### src/gtph_pkg.sv
`timescale 1ns / 1ps

package gtph_pkg;

	// Result status codes.
	typedef enum logic [1:0] {
		STATUS_OK          = 2'd0,
		STATUS_PARSE_ERROR = 2'd1,
		STATUS_TRUNCATED   = 2'd2
	} status_t;

	// One packet byte with its framing marks.
	typedef struct packed {
		logic [7:0]  data_byte;
		logic        start_of_packet;
		logic        end_of_packet;
		logic [15:0] wire_length;
	} in_item_t;

	// One decoded header.
	typedef struct packed {
		status_t     status;
		logic [2:0]  version;
		logic [7:0]  message_type;
		logic [31:0] tunnel_id;
		logic        has_sequence;
		logic [15:0] sequence_number;
		logic        has_npdu;
		logic [7:0]  npdu_num;
		logic [15:0] header_length;
		logic [15:0] payload_length;
		logic        is_user_data;
		logic        length_mismatch;
	} result_t;

	// Byte offsets inside the GTP header.
	localparam logic [15:0] OFS_FLAGS       = 16'd0;
	localparam logic [15:0] OFS_MSG_TYPE    = 16'd1;
	localparam logic [15:0] OFS_LENGTH_LAST = 16'd3;
	localparam logic [15:0] OFS_TEID_LAST   = 16'd7;
	localparam logic [15:0] OFS_OPT_FIRST   = 16'd8;
	localparam logic [15:0] OFS_SEQ_LAST    = 16'd9;
	localparam logic [15:0] OFS_NPDU        = 16'd10;
	localparam logic [15:0] OFS_NEXT_EXT    = 16'd11;

	localparam logic [15:0] BASE_HEADER_LEN = 16'd8;
	localparam logic [15:0] MIN_WIRE_LENGTH = 16'd8;
	localparam logic [15:0] OFFSET_MAX      = 16'hFFFF;

	// Bit positions in the flags byte.
	localparam int FLAG_PT = 4;
	localparam int FLAG_E  = 2;
	localparam int FLAG_S  = 1;
	localparam int FLAG_PN = 0;

	localparam logic [2:0] VER_GTP1 = 3'd1;
	localparam logic [2:0] VER_GTP2 = 3'd2;
	localparam logic [7:0] MSG_GPDU = 8'hFF;

endpackage

### src/gtph_in_if.sv
`timescale 1ns / 1ps

interface gtph_in_if;
	import gtph_pkg::*;

	logic     valid;
	logic     ready;
	in_item_t data;

	modport source (output valid, output data, input ready);
	modport sink (input valid, input data, output ready);
endinterface

### src/gtph_out_if.sv
`timescale 1ns / 1ps

interface gtph_out_if;
	import gtph_pkg::*;

	logic    valid;
	logic    ready;
	result_t data;

	modport source (output valid, output data, input ready);
	modport sink (input valid, input data, output ready);
endinterface

### src/gtp_header_parser.sv
`timescale 1ns / 1ps

// GTP header parser. Packet bytes enter on rx, one byte per transaction, and the
// block accepts a new byte in every cycle except while rx stalls. A byte is
// captured in an input register and parsed against the running header state in
// the following cycle; the result for the byte that completes the header, fails
// it, or ends the packet early is written to the result register and appears on
// tx from there. The result register holds one result, so rx stalls only while a
// byte that would produce a new result waits for tx to take the previous one.
// Bytes after a result are dropped until the next start of packet, and a start
// of packet in the middle of a header abandons that header without a result.
module gtp_header_parser (
	input  logic              clk,
	input  logic              arst_n,
	gtph_in_if.sink           rx,
	gtph_out_if.source        tx
);
	import gtph_pkg::*;

	// Input register.
	logic     valid_s1;
	in_item_t item_s1;

	// Result register.
	logic    res_valid_s2;
	result_t res_s2;

	// Header state.
	logic [15:0] byte_offset_q;
	logic [7:0]  header_flags_q;
	logic [7:0]  msg_type_q;
	logic [15:0] msg_length_q;
	logic [31:0] teid_q;
	logic [15:0] seq_q;
	logic [7:0]  npdu_q;
	logic [9:0]  ext_remaining_q;
	logic        ext_pending_q;
	logic        done_q;

	// Next state and result.
	logic [15:0] byte_offset_n;
	logic [7:0]  header_flags_n;
	logic [7:0]  msg_type_n;
	logic [15:0] msg_length_n;
	logic [31:0] teid_n;
	logic [15:0] seq_n;
	logic [7:0]  npdu_n;
	logic [9:0]  ext_remaining_n;
	logic        ext_pending_n;
	logic        done_n;

	logic        active;
	logic [15:0] cur;
	logic        fail;
	status_t     fail_status;
	logic        ok_v1;
	logic        ok_v2;
	logic        emit;
	logic        adv;
	logic [15:0] extra_len;
	logic [15:0] payload_len;
	logic [15:0] wire_rem;
	result_t     res;

	// Parse the registered byte against the header state.
	always_comb begin
		byte_offset_n   = byte_offset_q;
		header_flags_n  = header_flags_q;
		msg_type_n      = msg_type_q;
		msg_length_n    = msg_length_q;
		teid_n          = teid_q;
		seq_n           = seq_q;
		npdu_n          = npdu_q;
		ext_remaining_n = ext_remaining_q;
		ext_pending_n   = item_s1.start_of_packet ? 1'b0 : ext_pending_q;
		done_n          = done_q;
		fail            = 1'b0;
		fail_status     = STATUS_PARSE_ERROR;
		ok_v1           = 1'b0;
		ok_v2           = 1'b0;

		active = valid_s1 && (item_s1.start_of_packet || !done_q);
		cur    = item_s1.start_of_packet ? OFS_FLAGS : byte_offset_q;

		if (active) begin
			byte_offset_n = (cur == OFFSET_MAX) ? OFFSET_MAX : cur + 16'd1;
			done_n        = 1'b0;

			// Fixed header fields.
			if (cur == OFS_FLAGS) begin
				header_flags_n = item_s1.data_byte;
				if (item_s1.wire_length < MIN_WIRE_LENGTH) begin
					fail = 1'b1;
				end
			end else if (cur == OFS_MSG_TYPE) begin
				msg_type_n = item_s1.data_byte;
			end else if (cur <= OFS_LENGTH_LAST) begin
				msg_length_n = {msg_length_q[7:0], item_s1.data_byte};
			end else if (cur <= OFS_TEID_LAST) begin
				teid_n = {teid_q[23:0], item_s1.data_byte};
			end

			// Version check, optional bytes and the extension chain.
			if (cur == OFS_TEID_LAST) begin
				if (header_flags_n[7:5] == VER_GTP2) begin
					ok_v2 = 1'b1;
				end else if (header_flags_n[7:5] != VER_GTP1 || !header_flags_n[FLAG_PT]) begin
					fail = 1'b1;
				end else if (header_flags_n[FLAG_E:FLAG_PN] == 3'b000) begin
					ok_v1 = 1'b1;
				end
			end else if (cur >= OFS_OPT_FIRST && cur <= OFS_NEXT_EXT) begin
				if (cur <= OFS_SEQ_LAST) begin
					if (header_flags_n[FLAG_S]) begin
						seq_n = {seq_q[7:0], item_s1.data_byte};
					end
				end else if (cur == OFS_NPDU) begin
					if (header_flags_n[FLAG_PN]) begin
						npdu_n = item_s1.data_byte;
					end
				end else if (header_flags_n[FLAG_E] && item_s1.data_byte != 8'd0) begin
					ext_pending_n = 1'b1;
				end else begin
					ok_v1 = 1'b1;
				end
			end else if (cur > OFS_NEXT_EXT) begin
				if (ext_pending_q) begin
					// Extension length byte, counted in units of four bytes.
					if (item_s1.data_byte == 8'd0) begin
						fail = 1'b1;
					end else begin
						ext_remaining_n = {item_s1.data_byte, 2'b00} - 10'd1;
						ext_pending_n   = 1'b0;
					end
				end else begin
					ext_remaining_n = ext_remaining_q - 10'd1;
					if (ext_remaining_n == 10'd0) begin
						if (item_s1.data_byte == 8'd0) begin
							ok_v1 = 1'b1;
						end else begin
							ext_pending_n = 1'b1;
						end
					end
				end
			end

			// The packet ended before the header was complete.
			if (!(fail || ok_v1 || ok_v2) && item_s1.end_of_packet) begin
				fail        = 1'b1;
				fail_status = STATUS_TRUNCATED;
			end

			if (fail || ok_v1 || ok_v2) begin
				done_n = 1'b1;
			end
		end

		emit = active && (fail || ok_v1 || ok_v2);
	end

	// Length arithmetic for a version 1 header.
	always_comb begin
		extra_len   = byte_offset_n - BASE_HEADER_LEN;
		payload_len = (msg_length_n > extra_len) ? msg_length_n - extra_len : 16'd0;
		wire_rem    = (item_s1.wire_length > byte_offset_n) ?
			item_s1.wire_length - byte_offset_n : 16'd0;
	end

	// Result assembly.
	always_comb begin
		res         = '0;
		res.status  = STATUS_OK;
		res.version = header_flags_n[7:5];
		if (fail) begin
			res.status = fail_status;
		end else if (ok_v1) begin
			res.message_type    = msg_type_n;
			res.tunnel_id       = teid_n;
			res.has_sequence    = header_flags_n[FLAG_S];
			res.sequence_number = header_flags_n[FLAG_S] ? seq_n : 16'd0;
			res.has_npdu        = header_flags_n[FLAG_PN];
			res.npdu_num        = header_flags_n[FLAG_PN] ? npdu_n : 8'd0;
			res.header_length   = byte_offset_n;
			res.payload_length  = payload_len;
			res.is_user_data    = (msg_type_n == MSG_GPDU);
			res.length_mismatch = (msg_type_n == MSG_GPDU) && (payload_len != wire_rem);
		end
	end

	// Advance unless a new result would overwrite one that tx has not taken.
	assign adv      = valid_s1 && (!emit || !res_valid_s2 || tx.ready);
	assign rx.ready = !valid_s1 || adv;
	assign tx.valid = res_valid_s2;
	assign tx.data  = res_s2;

	// Control and header state.
	always_ff @(posedge clk or negedge arst_n) begin
		if (!arst_n) begin
			valid_s1        <= 1'b0;
			res_valid_s2    <= 1'b0;
			byte_offset_q   <= '0;
			header_flags_q  <= '0;
			msg_type_q      <= '0;
			msg_length_q    <= '0;
			teid_q          <= '0;
			seq_q           <= '0;
			npdu_q          <= '0;
			ext_remaining_q <= '0;
			ext_pending_q   <= 1'b0;
			done_q          <= 1'b1;
		end else begin
			if (rx.ready) begin
				valid_s1 <= rx.valid;
			end
			if (adv && emit) begin
				res_valid_s2 <= 1'b1;
			end else if (tx.ready) begin
				res_valid_s2 <= 1'b0;
			end
			if (adv) begin
				byte_offset_q   <= byte_offset_n;
				header_flags_q  <= header_flags_n;
				msg_type_q      <= msg_type_n;
				msg_length_q    <= msg_length_n;
				teid_q          <= teid_n;
				seq_q           <= seq_n;
				npdu_q          <= npdu_n;
				ext_remaining_q <= ext_remaining_n;
				ext_pending_q   <= ext_pending_n;
				done_q          <= done_n;
			end
		end
	end

	// Payload registers.
	always_ff @(posedge clk) begin
		if (rx.valid && rx.ready) begin
			item_s1 <= rx.data;
		end
		if (adv && emit) begin
			res_s2 <= res;
		end
	end

endmodule

### src/flat_wrapper.sv
// flat-port wrapper written by rule: the top's interface ports become plain ports
module gtp_header_parser_flat import gtph_pkg::*;
  (clk, arst_n, rx_valid, rx_data, rx_ready, tx_valid, tx_data, tx_ready);
  gtph_in_if rx_i ();
  gtph_out_if tx_i ();
  input  logic clk;
  input  logic arst_n;
  input wire logic [$bits(rx_i.valid)-1:0] rx_valid;
  input wire logic [$bits(rx_i.data)-1:0] rx_data;
  output wire logic [$bits(rx_i.ready)-1:0] rx_ready;
  output wire logic [$bits(tx_i.valid)-1:0] tx_valid;
  output wire logic [$bits(tx_i.data)-1:0] tx_data;
  input wire logic [$bits(tx_i.ready)-1:0] tx_ready;
  assign rx_i.valid = rx_valid;
  assign rx_i.data = rx_data;
  assign rx_ready = rx_i.ready;
  assign tx_valid = tx_i.valid;
  assign tx_data = tx_i.data;
  assign tx_i.ready = tx_ready;
  gtp_header_parser u_core (.clk(clk), .arst_n(arst_n), .rx(rx_i), .tx(tx_i));
endmodule
### config.mk
export PLATFORM = sky130hd
export DESIGN_NAME = gtp_header_parser_flat
export DESIGN_NICKNAME = d
export VERILOG_FILES = /design/src/gtph_pkg.sv /design/src/gtph_in_if.sv /design/src/gtph_out_if.sv /design/src/gtp_header_parser.sv /design/src/flat_wrapper.sv
export SDC_FILE = /design/constraint.sdc
export NUM_CORES = 1
export LEC_CHECK = 0
export BUFFER_PORTS_ARGS = -buffer_cell sky130_fd_sc_hd__buf_4
export CORE_UTILIZATION = 50
export CTS_CLUSTER_SIZE = 12
export DETAILED_ROUTE_END_ITERATION = 10
export GPL_TIMING_DRIVEN = 0
export HOLD_SLACK_MARGIN = 0.05
export PLACE_DENSITY_LB_ADDON = 0.3
export SYNTH_ARGS = -nofsm -noshare
export SYNTH_HDL_FRONTEND = slang
export SYNTH_SLANG_ARGS = --single-unit
### constraint.sdc
create_clock -name clk -period 12.2 [get_ports clk]
set_input_delay 1.83 -clock clk [delete_from_list [all_inputs] [get_ports clk]]
set_output_delay 1.83 -clock clk [all_outputs]
set_load 0.02 [all_outputs]
==> flow_summary_export.csv <==
group,metric,value,unit
outcome,status,"complete, no violations",
worst_setup_path,end_kind,"flop",
layout,syn_to_final_growth,17.6,%
timing,worst_pin_slew,1270,ps
route,drc,0,
timing,tns,0,ps
route,detail-route-antenna-nets,0,
place,dp_hpwl,25.7,mm
route,viasPerCell,5.95,
layout,n_antenna_cell,0,
place,portBuffers,136,
floorplan,rows,60,
worst_setup_path,path_max_fanout,10,
job,cap_violations,0,
floorplan,die_x,168,µm
timing,timing.final.max_slew_violations,0,
synthesis,ys_warn_count,0,
synthesis,synthArstFlopShare,47.2,%
route,wl_per_cell,19.4,µm
synthesis,synth.avg_cell_area,10.7,µm²
floorplan,core_region_area,0.0270,mm²
place,dp_slack,4850,ps
timing,max_freq,0.133,GHz
pwr,power.density,156,mW/mm²
clock_network,post_cts.repair.setup_buffers,0,
clock_network,cts_resized,0,
worst_setup_path,crit_arrival,7800,ps
floorplan,fp.dieH,168,µm
grt,first_global_vias,10300,
layout,final_net_count,1539,
timing,rsz0062_at_grt,"false",
timing,period_share,61.6,%
timing,fin_ws,4680,ps
worst_setup_path,cpMostUsedCell,"and3_1",
layout,fillCellCount,2215,
grt,grtUsageTotal,25.2,%
timing,fin_crit,7520,ps
worst_setup_path,start_kind,"flop",
grt,grt-ovfl-total,0,
grt,grt_pass1_wl,56.3,mm
synthesis,syn_nets,1364,
timing,fin_worst_skew,16.4,ps
clock_network,root_buffer,"clkbuf_16",
place,place.gp.congestion,0.919,
clock_network,cts_tree,"built",
route,first_iter_violations,884,
floorplan,io-pin-count,137,
clock_network,cts_buffers,27,
route,totalWireLength,35.4,mm
clock_network,cts_sinks,248,
worst_setup_path,worstPathRequired,12480,ps
timing,relSlewSlack,14.7,%
worst_setup_path,slowest_delay,630,ps
floorplan,initial_utilization,51.1,%
layout,layout_common_cells,"166 x nand2_1, 141 x buf_4, 131 x edfxtp_1",
pwr,power,2.53,mW
layout,final_common_cell,"nand2_1",
synthesis,synth-main-ff-cell,"edfxtp_1",
grt,antenna_found_initial,0,
floorplan,dieArea,0.0282,mm²
clock_network,cts_buffer_depth,3,
synthesis,synth_area,0.0138,mm²
timing,setup_viol,0,
worst_setup_path,cp_slowest_cell,"or4b_1",
route,first_pass_iters,5,
synthesis,synth_cells,1293,
layout,drive_gt1_share,24.1,%
timing,final_hold_viol_count,0,
route,vias,10900,
worst_setup_path,path_buf_inv,6,
worst_hold_path,hold_path_class,"flop to flop",
pwr,ir_drop,0.126,mV
worst_setup_path,cp_top_family,"simple AND/OR/NAND/NOR gates",
synthesis,synthDistinctLibCells,108,
clock_network,htreeDepth,1,
synthesis,synth-edff-count,131,
clock_network,ctsHoldBuffers,0,
synthesis,ys_seq_area_share,49.8,%
worst_setup_path,critical_path_class,"flop to flop",
clock_network,clock_latency,550,ps
synthesis,synth.ff_latch_count,248,
clock_network,clkTransAtPathRegs,60,ps
grt,grt_max_degree,64,
pwr,p_leak,6.64,nW
worst paths after layout:
kind | from | end | cells past startpoint | slack, ps
worst max register to register | u_core.item_s1[17] | u_core.tx.data[0] | 25 | 4680
min in group asynchronous | arst_n | u_core.ext_remaining_q[7] | 1 | 1230
max in group asynchronous | arst_n | u_core.msg_type_q[0] | 2 | 10250
worst min register to register | u_core.npdu_q[1] | u_core.npdu_q[1] | 2 | 480
worst max-delay path | u_core.item_s1[17] | u_core.tx.data[0] | 25 | 4680
worst min-delay path | u_core.npdu_q[1] | u_core.npdu_q[1] | 2 | 480
registers in the layout, summed over array words and instances (netlist names):
register,cells
u_core.npdu_q,8
u_core.ext_pending_q,1
u_core.valid_s1,1
u_core.header_flags_q,7
u_core.ext_remaining_q,10
u_core.tx.data,105
u_core.item_s1,26
u_core.teid_q,32
u_core.tx.valid,1
u_core.msg_type_q,8
u_core.byte_offset_q,16
u_core.msg_length_q,16
u_core.done_q,1
u_core.seq_q,16
worst min-delay path, delay by kind of cell (launching register included):
kind | cells | cell delay (ps)
AO/OA/AOI/OAI | 1 | 60
AND/OR/NAND/NOR | 1 | 50
flip-flops | 1 | 340
kinds of logic (layout without fill, tap and decap cells):
logic type      after synthesis  in the layout  synth area share, %
buf+inv                     115            311                 3.96
fa+ha+maj                    42             42                 3.91
flops                       248            248                 49.8
compound gates              264            264                 12.8
simple gates                453            453                 16.5
xor+xnor                     45             45                 2.86
mux                         126            126                 10.1
synth_stat cells, drive strengths merged, types with 10 or more instances:
cell,instances,area share (%)
a21o,16,0.88
a21oi,102,3.8
a31oi,13,0.64
and3,12,0.55
buf,29,1.5
clkbuf,40,1.2
dfrtp,116,21
edfxtp,131,29
ha,39,3.5
inv,46,1.3
mux2,101,8.3
mux2i,25,1.8
nand2,170,4.7
nand2b,11,0.50
nand3,28,1.0
nand4,20,0.95
nor2,90,2.5
nor3,26,0.94
nor4,19,0.86
o211ai,10,0.58
o21ai,46,1.7
or3,16,0.74
xnor2,30,1.9
xor2,15,0.95
per-layer routing:
| metal | part of all wire, % | track usage, % |
|---|---|---|
| met1 | 42 | 33.8 |
| met3 | 6.5 | 3.22 |
| met5 | 0 | 0 |
| met4 | 3.8 | 10.1 |
| met2 | 47 | 41.5 |
power by group:
part | total [mW] | switching [mW] | internal (mW)
clock | 0.785 | 0.335 | 0.449
combinational | 0.759 | 0.464 | 0.295
sequential | 0.982 | 0.0428 | 0.939
layout make-up:
class                           instances  area (µm²)  area share, %
Tap cell                              341         427           2.63
Sequential cell                       248        6860           42.4
Clock inverter                          4        37.5          0.232
Clock buffer                           46         807           4.98
Multi-Input combinational cell        930        6370           39.3
Buffer                                 69         373           2.30
Inverter                               46         173           1.07
Timing Repair Buffer                  146        1150           7.10
through the flow:
step	utilization (%)	hold slack [ps]	cells	cell area (µm²)
after CTS	60.1	485	1830	16200
after floorplan	-	449	1293	13800
after global routing	60.1	515	1830	16200
after detailed placement	57.0	480	1780	15400
final	60.1	480	1830	16200
after global placement	56.5	460	1770	15200
Power figures use the tool's default switching activity.
